<file path="config.mk">
export PLATFORM = sky130hd
export DESIGN_NAME = fvn3d_ctrl
export DESIGN_NICKNAME = d
export VERILOG_FILES = /design/src/rtl/fvn3d_pkg.sv /design/src/rtl/fvn3d_ctrl.sv
export SDC_FILE = /design/constraint.sdc
export NUM_CORES = 1
export LEC_CHECK = 0
export BUFFER_PORTS_ARGS = -buffer_cell sky130_fd_sc_hd__buf_4
export CORE_ASPECT_RATIO = 0.8
export CORE_MARGIN = 10
export CORE_UTILIZATION = 45
export DETAILED_ROUTE_END_ITERATION = 10
export PLACE_DENSITY = 0.71
export SLEW_MARGIN = 20
export SYNTH_ARGS = -nofsm -noshare
export SYNTH_HDL_FRONTEND = slang
export SYNTH_SLANG_ARGS = --single-unit
</file>
<file path="constraint.sdc">
create_clock -name i_clk -period 1.28 [get_ports i_clk]
set_input_delay 0.128 -clock i_clk [delete_from_list [all_inputs] [get_ports i_clk]]
set_output_delay 0.128 -clock i_clk [all_outputs]
set_load 0.005 [all_outputs]
</file>
<file path="src/rtl/fvn3d_pkg.sv">
// shared types, constants and the cosine weight table for the fractal value noise block
// no dependencies
package fvn3d_pkg;

    localparam int MAX_OCTAVES       = 16;
    localparam int COS_TABLE_ENTRIES = 256;
    localparam int IDX_W             = $clog2(COS_TABLE_ENTRIES);
    localparam int OCT_W             = $clog2(MAX_OCTAVES + 1);
    localparam int SH_W              = (MAX_OCTAVES > 1) ? $clog2(MAX_OCTAVES) : 1;

    localparam longint unsigned PI_Q30  = 64'd3373259426;
    localparam longint unsigned ONE_Q30 = 64'd1073741824;

    localparam logic [31:0] HASH_MUL_X = 32'd57;
    localparam logic [31:0] HASH_MUL_Z = 32'd227;
    localparam logic [32:0] HASH_K1    = 33'd15731;
    localparam logic [31:0] HASH_K2    = 32'd789221;
    localparam logic [31:0] HASH_K3    = 32'd1376312589;
    localparam logic [31:0] HASH_MASK  = 32'h7fffffff;

    // register indexes
    localparam logic [1:0] REG_GAIN = 2'd0;
    localparam logic [1:0] REG_OCTS = 2'd1;
    localparam logic [1:0] REG_FREQ = 2'd2;

    // shared multiplier operations
    localparam logic [2:0] MUL_NONE  = 3'd0;
    localparam logic [2:0] MUL_SCALE = 3'd1;
    localparam logic [2:0] MUL_SQ    = 3'd2;
    localparam logic [2:0] MUL_K     = 3'd3;
    localparam logic [2:0] MUL_NH    = 3'd4;
    localparam logic [2:0] MUL_BLEND = 3'd5;
    localparam logic [2:0] MUL_ACC   = 3'd6;
    localparam logic [2:0] MUL_AMP   = 3'd7;

    typedef struct packed {
        logic             load;
        logic [2:0]       mul_op;
        logic [1:0]       ax;
        logic             cap_prod;
        logic             oct_setup;
        logic [OCT_W-1:0] oct;
        logic [2:0]       corner;
        logic             store_n;
        logic             push_corner;
        logic             pop2;
        logic             blend_push;
        logic [1:0]       wsel;
        logic             acc_add;
        logic             amp_upd;
        logic             out_load;
    } t_cmd;

    function automatic longint unsigned f_div_term(longint unsigned mag, int n);
        longint unsigned r;
        r = mag;
        unique case (n)
            1: r = mag / 64'd2;
            2: r = mag / 64'd12;
            3: r = mag / 64'd30;
            4: r = mag / 64'd56;
            5: r = mag / 64'd90;
            6: r = mag / 64'd132;
            7: r = mag / 64'd182;
            default: r = mag / 64'd240;
        endcase
        return r;
    endfunction

    function automatic longint f_cos_q30(int k);
        longint unsigned theta;
        longint unsigned t2;
        longint unsigned mag;
        longint sum;
        theta = (PI_Q30 * longint'(k)) / COS_TABLE_ENTRIES;
        t2    = (theta * theta) >> 30;
        mag   = ONE_Q30;
        sum   = longint'(ONE_Q30);
        for (int n = 1; n <= 8; n++) begin
            mag = f_div_term((mag * t2) >> 30, n);
            if (n % 2 == 1) sum = sum - longint'(mag);
            else            sum = sum + longint'(mag);
        end
        return sum;
    endfunction

    function automatic logic [COS_TABLE_ENTRIES*16-1:0] f_build_tab();
        logic [COS_TABLE_ENTRIES*16-1:0] tab;
        longint c;
        longint num;
        longint w;
        tab = '0;
        for (int k = 0; k < COS_TABLE_ENTRIES; k++) begin
            if (2 * k <= COS_TABLE_ENTRIES) c = f_cos_q30(k);
            else                            c = -f_cos_q30(COS_TABLE_ENTRIES - k);
            num = longint'(ONE_Q30) - c + 64'sd32768;
            if (num < 0) num = 0;
            w = num >>> 16;
            if (w > 32768) w = 32768;
            tab[k*16 +: 16] = w[15:0];
        end
        return tab;
    endfunction

    localparam logic [COS_TABLE_ENTRIES*16-1:0] COS_TAB = f_build_tab();

endpackage

</file>
<file path="src/rtl/fvn3d_ctrl.sv">
// sequencer for the noise block: input/output handshake, octave, corner and blend counters
// depends on fvn3d_pkg
module fvn3d_ctrl (
    input  logic                   i_clk,
    input  logic                   i_rst_n,
    input  logic                   i_in_valid,
    output logic                   o_in_ready,
    output logic                   o_out_valid,
    input  logic                   i_out_ready,
    input  logic [4:0]             i_octave_count,
    output fvn3d_pkg::t_cmd        o_cmd
);

    localparam logic [3:0] S_IDLE    = 4'd0;
    localparam logic [3:0] S_SCL_MUL = 4'd1;
    localparam logic [3:0] S_SCL_CAP = 4'd2;
    localparam logic [3:0] S_OCT     = 4'd3;
    localparam logic [3:0] S_H1      = 4'd4;
    localparam logic [3:0] S_H2      = 4'd5;
    localparam logic [3:0] S_H3      = 4'd6;
    localparam logic [3:0] S_H4      = 4'd7;
    localparam logic [3:0] S_B1      = 4'd8;
    localparam logic [3:0] S_B2      = 4'd9;
    localparam logic [3:0] S_A1      = 4'd10;
    localparam logic [3:0] S_A2      = 4'd11;
    localparam logic [3:0] S_A3      = 4'd12;
    localparam logic [3:0] S_DONE    = 4'd13;

    logic [3:0]                  r_state, n_state;
    logic [1:0]                  r_ax, n_ax;
    logic [fvn3d_pkg::OCT_W-1:0] r_oct, n_oct;
    logic [2:0]                  r_corner, n_corner;
    logic [2:0]                  r_blend, n_blend;
    logic                        r_oval, n_oval;
    logic [fvn3d_pkg::OCT_W-1:0] octs;

    always_comb begin
        if (fvn3d_pkg::OCT_W'(i_octave_count) > fvn3d_pkg::OCT_W'(fvn3d_pkg::MAX_OCTAVES))
            octs = fvn3d_pkg::OCT_W'(fvn3d_pkg::MAX_OCTAVES);
        else
            octs = fvn3d_pkg::OCT_W'(i_octave_count);
    end

    assign o_in_ready  = (r_state == S_IDLE);
    assign o_out_valid = r_oval;

    always_comb begin
        n_state  = r_state;
        n_ax     = r_ax;
        n_oct    = r_oct;
        n_corner = r_corner;
        n_blend  = r_blend;
        o_cmd        = '0;
        o_cmd.ax     = r_ax;
        o_cmd.oct    = r_oct;
        o_cmd.corner = r_corner;
        if (r_blend < 3'd4)      o_cmd.wsel = 2'd0;
        else if (r_blend < 3'd6) o_cmd.wsel = 2'd1;
        else                     o_cmd.wsel = 2'd2;
        unique case (r_state)
            S_IDLE: begin
                if (i_in_valid) begin
                    o_cmd.load = 1'b1;
                    n_ax       = 2'd0;
                    n_oct      = '0;
                    n_state    = S_SCL_MUL;
                end
            end
            S_SCL_MUL: begin
                o_cmd.mul_op = fvn3d_pkg::MUL_SCALE;
                n_state      = S_SCL_CAP;
            end
            S_SCL_CAP: begin
                o_cmd.cap_prod = 1'b1;
                n_ax           = r_ax + 2'd1;
                n_state        = (r_ax == 2'd2) ? S_OCT : S_SCL_MUL;
            end
            S_OCT: begin
                if (r_oct == octs) begin
                    n_state = S_DONE;
                end else begin
                    o_cmd.oct_setup = 1'b1;
                    n_corner        = 3'd0;
                    n_blend         = 3'd0;
                    n_state         = S_H1;
                end
            end
            S_H1: begin
                o_cmd.mul_op  = fvn3d_pkg::MUL_SQ;
                o_cmd.store_n = 1'b1;
                n_state       = S_H2;
            end
            S_H2: begin
                o_cmd.mul_op = fvn3d_pkg::MUL_K;
                n_state      = S_H3;
            end
            S_H3: begin
                o_cmd.mul_op = fvn3d_pkg::MUL_NH;
                n_state      = S_H4;
            end
            S_H4: begin
                o_cmd.push_corner = 1'b1;
                n_corner          = r_corner + 3'd1;
                n_state           = (r_corner == 3'd7) ? S_B1 : S_H1;
            end
            S_B1: begin
                o_cmd.mul_op = fvn3d_pkg::MUL_BLEND;
                o_cmd.pop2   = 1'b1;
                n_state      = S_B2;
            end
            S_B2: begin
                o_cmd.blend_push = 1'b1;
                n_blend          = r_blend + 3'd1;
                n_state          = (r_blend == 3'd6) ? S_A1 : S_B1;
            end
            S_A1: begin
                o_cmd.mul_op = fvn3d_pkg::MUL_ACC;
                n_state      = S_A2;
            end
            S_A2: begin
                o_cmd.acc_add = 1'b1;
                o_cmd.mul_op  = fvn3d_pkg::MUL_AMP;
                n_state       = S_A3;
            end
            S_A3: begin
                o_cmd.amp_upd = 1'b1;
                n_oct         = r_oct + fvn3d_pkg::OCT_W'(1);
                n_state       = S_OCT;
            end
            S_DONE: begin
                if (!r_oval || i_out_ready) begin
                    o_cmd.out_load = 1'b1;
                    n_state        = S_IDLE;
                end
            end
            default: n_state = S_IDLE;
        endcase
    end

    always_comb begin
        n_oval = r_oval;
        if (o_cmd.out_load)            n_oval = 1'b1;
        else if (r_oval && i_out_ready) n_oval = 1'b0;
    end

    always_ff @(posedge i_clk) begin
        if (!i_rst_n) begin
            r_state  <= S_IDLE;
            r_ax     <= '0;
            r_oct    <= '0;
            r_corner <= '0;
            r_blend  <= '0;
            r_oval   <= 1'b0;
        end else begin
            r_state  <= n_state;
            r_ax     <= n_ax;
            r_oct    <= n_oct;
            r_corner <= n_corner;
            r_blend  <= n_blend;
            r_oval   <= n_oval;
        end
    end

endmodule

</file>
# Yosys cells after proc, flatten, opt, wreduce, memory -nomap -nowiden
# Cells that the tools add are included.
[op_classes] add_sub_neg=4 n_eq_ne=20 reduce_logical=14 n_lt_le_gt_ge=3 n_mux=33
[op_table] op="$pmux W4 S14" n=1
[op_table] op="$eq A4 B4 Y1 const B" n=6
[op_table] op="$pmux W3 S7" n=1
[op_table] op="$eq A4 B3 Y1 const B" n=4
[op_table] op="$mux W4" n=4
[op_table] op="$mux W1" n=15
[op_table] op="$pmux W3 S2" n=2
[op_table] op="$mux W2" n=5
[op_table] op="$mux W5" n=2
[op_table] op="$pmux W5 S2" n=1
[op_table] op="$reduce_and A2 Y1" n=5
[op_table] op="$reduce_bool A2 Y1" n=5
[op_table] op="$eq A4 B2 Y1 const B" n=2
[op_table] op="$add A3 B1 Y3 const B" n=2
[op_table] op="$eq A3 B3 Y1 const B" n=2
[op_table] op="$lt A3 B3 Y1 const B" n=2
[op_table] op="$ne A2 B2 Y1 const B" n=3
[op_table] op="$add A5 B1 Y5 const B" n=1
[op_table] op="$eq A5 B5 Y1" n=1
[op_table] op="$gt A5 B5 Y1 const B" n=1
[op_table] op="$eq A4 B1 Y1 const B" n=1
[op_table] op="$logic_not A4 Y1" n=1
[op_table] op="$pmux W2 S2" n=1
[op_table] op="$mux W3" n=1
[op_table] op="other kinds (5)" n=5
[word_totals] ff_bits=18 output_inout_bits=27 in_bits=9

# Logic depth before layout (Yosys ltp)
[depth] depth_word=5 ltp_mapped=6 mapped_depth_nobuf=6

# Worst setup path after synthesis
# OpenSTA, ideal clock, no wires.
[synth_timing] kind="register -> register" start="register r_oct[2] (netlist bit)" end="register r_blend[0]" setup_time_ns=0.087 arrival_time_ns=1.246 path_stages_with_launch=6 setup_slack_ns=-0.053 synth_period_minus_slack_ns=1.333 path_cell_list="dfxtp_1 xnor2_1 nand3_1 o41ai_4 nor3_4 o31ai_1"
[synth_via] elab_chain_len=3
[synth_lines] item="start, declared" line_no="fvn3d_ctrl.sv:31" source="logic [fvn3d_pkg::OCT_W-1:0] r_oct, n_oct;"
[synth_lines] item="start signal, assigned" line_no="fvn3d_ctrl.sv:157" source="r_oct <= n_oct;"
[synth_lines] item="$eq A5 B5 Y1" line_no="fvn3d_ctrl.sv:79" source="if (r_oct == octs) begin"
[synth_lines] item="$ne A2 B2 Y1 (no source line)"
[synth_lines] item="$reduce_and A2 Y1 (no source line)"
[synth_lines] item="end signal, assigned" line_no="fvn3d_ctrl.sv:159" source="r_blend <= n_blend;"
[synth_lines] item="end, declared" line_no="fvn3d_ctrl.sv:33" source="logic [2:0] r_blend, n_blend;"
# No other way between the ends.
# A chain may end at the register's enable or synchronous reset.

# Worst setup path after layout
[layout_timing] start="register r_oct[0] (netlist bit)" end="register r_blend[0]"
# Same word-level chain as after synthesis.

==> results.json <==
{
  "ant_nets": 0,
  "wirelength_mm": 6.42,
  "grt_overflow": 0,
  "fmax_ghz": 0.574,
  "std_cell_rows": 16,
  "syn_inst": 141,
  "crit_path_end_kind": "flop",
  "setup_ws_ns": -0.461,
  "leakage_nw": 1.01,
  "clock_path_buffers": 2,
  "r2r_start": "r_oct[0]",
  "grt.total_usage": 0.177,
  "power_mw": 1.44,
  "antenna_found_initial": 0,
  "worst_slew_pin_slew_ns": 0.346,
  "clock_sinks": 18,
  "n_antenna_cell": 0,
  "dieArea_sq_um": 5020,
  "cp-start-kind": "flop",
  "die_y_microns": 65.4,
  "slew_headroom": 0.769,
  "fin_util": 0.962,
  "place_area_sq_um": 1610,
  "hold-path-endpoint": "r_state[2]",
  "dieWidth_microns": 76.7,
  "avgSynthCellArea_sq_um": 8.22,
  "initial_core_util": 0.471,
  "hold_slack_ns": 0.150,
  "clkLatencyLatePin_ns": 0.33,
  "grt_pass1_wl_mm": 7.38,
  "gp_congestion": 0.837,
  "synth_seq_cells": 18,
  "yosys-top-cells-area": "dfxtp_1 31%, ha_1 5.4%, nor2b_1 4.3%",
  "cts_tree": "built",
  "outcome": "complete, but fails checks",
  "path_cells": "xnor2_1 > nand3_2 > o41ai_4 > nor3_4 > buf_4 > buf_6 > o31ai_2",
  "maxCapViolCount": 0,
  "period_minus_slack_ns": 1.74,
  "finalSetupViolCount": 30,
  "skew_ns": 0.0117,
  "r2r_cells": 7,
  "dp.cells": 229,
  "power_density_nw_per_um2": 608,
  "violations": "negative setup slack",
  "grt_util_met1": 0.186,
  "fin_cells": 262,
  "maxSlewViolCount": 0,
  "pin_count": 36,
  "holdPathStages": 2,
  "use_met3": 0.0503,
  "ys_types": 40,
  "yosysSeqAreaShare": 0.311,
  "first_global_vias": 1494,
  "core_area_sq_um": 2460,
  "via_count": 1598,
  "hold_viol": 0,
  "hpwl_mm": 2.65,
  "path_class": "flop to flop",
  "numPortBuffers": 35,
  "drive_gt1_frac": 0.699,
  "drtPass1Iterations": 5,
  "synth_top_area_cell": "dfxtp_1",
  "crit_fanout": 6,
  "worst_path_largest_cell_delay_ns": 0.37,
  "min_from": "i_rst_n",
  "htree_levels": 1,
  "routedWlPerCell_microns": 24.5,
  "yosysWarnings": 0,
  "cts.clk_slew.worst_paths_ns": 0.12,
  "top_usage_layer": "met2",
  "cts_root_buf": "clkbuf_4",
  "slowest_stage": "dfxtp_2",
  "worstPathArrival_ns": 1.98,
  "peakVddDrop_v": 0.000632,
  "cts_buffers": 3,
  "reg2reg_to": "r_blend[0]",
  "r2r_setup_slack_ns": -0.46,
  "fin_area_sq_um": 2370,
  "via_per_inst": 6.10,
  "grt_max_degree": 21,
  "gr-usage-met2": 0.343,
  "drtIter0Drc": 183,
  "synth_top_area_share": 0.311,
  "rsz0062_at_grt": "true",
  "hold_class": "primary input to flop",
  "fin_crit_sh": 1.36,
  "netlist_area_sq_um": 1160,
  "nets": 241,
  "syn_nets": 155,
  "syn_to_final_growth_pct": 105,
  "drcViolationCount": 0,
  "worstPathRequired_ns": 1.51
}
cell usage after synthesis:
master / instances
buf_4: 2
nor2_4: 2
mux2i_1: 3
o31ai_1: 2
nor2_1: 12
nand3_1: 9
a311oi_1: 1
o21ai_0: 9
nor2b_1: 8
o41ai_4: 1
ha_1: 5
nor3b_2: 1
nand2_1: 13
nor3b_1: 3
xnor2_1: 3
a32o_1: 1
or3_1: 2
clkbuf_1: 2
nor3_1: 2
a21oi_1: 3
buf_2: 3
nand3b_1: 3
a21boi_0: 2
nor4b_1: 1
o21ai_1: 1
a211o_1: 1
nor4_2: 1
o31a_1: 1
dfxtp_1: 18
xor2_1: 2
a21boi_1: 2
o21a_1: 2
nor3_4: 1
inv_1: 6
a22oi_1: 1
o211a_1: 1
inv_2: 1
and2_1: 3
a31oi_1: 2
nand2b_1: 5
repair_timing:
item                       in CTS  in global routing
pin swaps                      24                 15
setup endpoints to repair      30                 31
hold buffers                    0                  0
resized for setup              88                 45
setup buffers                  18                 15
layout make-up:
type	instances	area (sq um)
Clock buffer	4	36.3
Fill cell	49	92.6
Inverter	7	36.3
Multi-Input combinational cell	109	1070
Sequential cell	18	387
Tap cell	36	45.0
Timing Repair Buffer	88	796
worst max path at each step:
stage	from	end	cells after the start
final	r_oct[0]	r_blend[0]	7
after global routing	r_oct[1]	r_blend[0]	7
after CTS	r_oct[2]	o_cmd[17]	5
after detailed placement	r_state[0]	o_cmd[17]	3
after global placement	r_state[0]	o_cmd[17]	3
after floorplan	r_state[1]	r_ax[0]	5
placed cells by master (no fill, tap or decap), types with 4 or more instances in the layout:
cell type  instances
nand2_1           10
nor2_4             4
nand2b_4           4
buf_6             34
o21ai_2            5
dfxtp_1            9
nor2b_1            4
dfxtp_4            6
inv_1              4
buf_4             53
nor3b_2            4
nand3_2            5
nor2_1             9
nor2b_4            4
critical path: cells and delay by family (launching register included):
| family | cells | cell delay [ns] |
|---|---|---|
| buffers and inverters | 2 | 0.27 |
| AND/OR/NAND/NOR | 2 | 0.19 |
| AO/OA/AOI/OAI | 2 | 0.57 |
| flip-flops | 1 | 0.37 |
| XOR/XNOR | 1 | 0.24 |
flip-flops by register name, summed over array words and instances, names as in the netlist:
register / flops
r_oct: 5
r_corner: 3
r_ax: 2
o_out_valid: 1
r_blend: 3
r_state: 4
cell families after synthesis:
group,count (synthesis),share of synthesized area
compound gates,30,0.189
simple gates,66,0.327
fa+ha+maj,5,0.0540
xor+xnor,5,0.0378
flops,18,0.311
buf+inv,14,0.0551
mux,3,0.0259
routing by layer:
metal  part of all wire  vias up
li1                   -      661
met3              0.082       47
met1               0.36      759
met2               0.49      131
met5                  0        -
met4              0.071        0
metrics by stage:
stage	setup TNS [ns]	worst slack, ns
global placement	-0.680	-0.0955
CTS	-4.05	-0.310
floorplan	-0.0416	-0.0177
global route	-8.49	-0.507
detailed placement	-1.57	-0.138
finish	-7.68	-0.461
power by group:
group | switching (mW) | internal [mW]
clock | 0.217 | 0.175
combinational | 0.215 | 0.245
sequential | 0.0267 | 0.563
(Power assumes the default switching activity.)
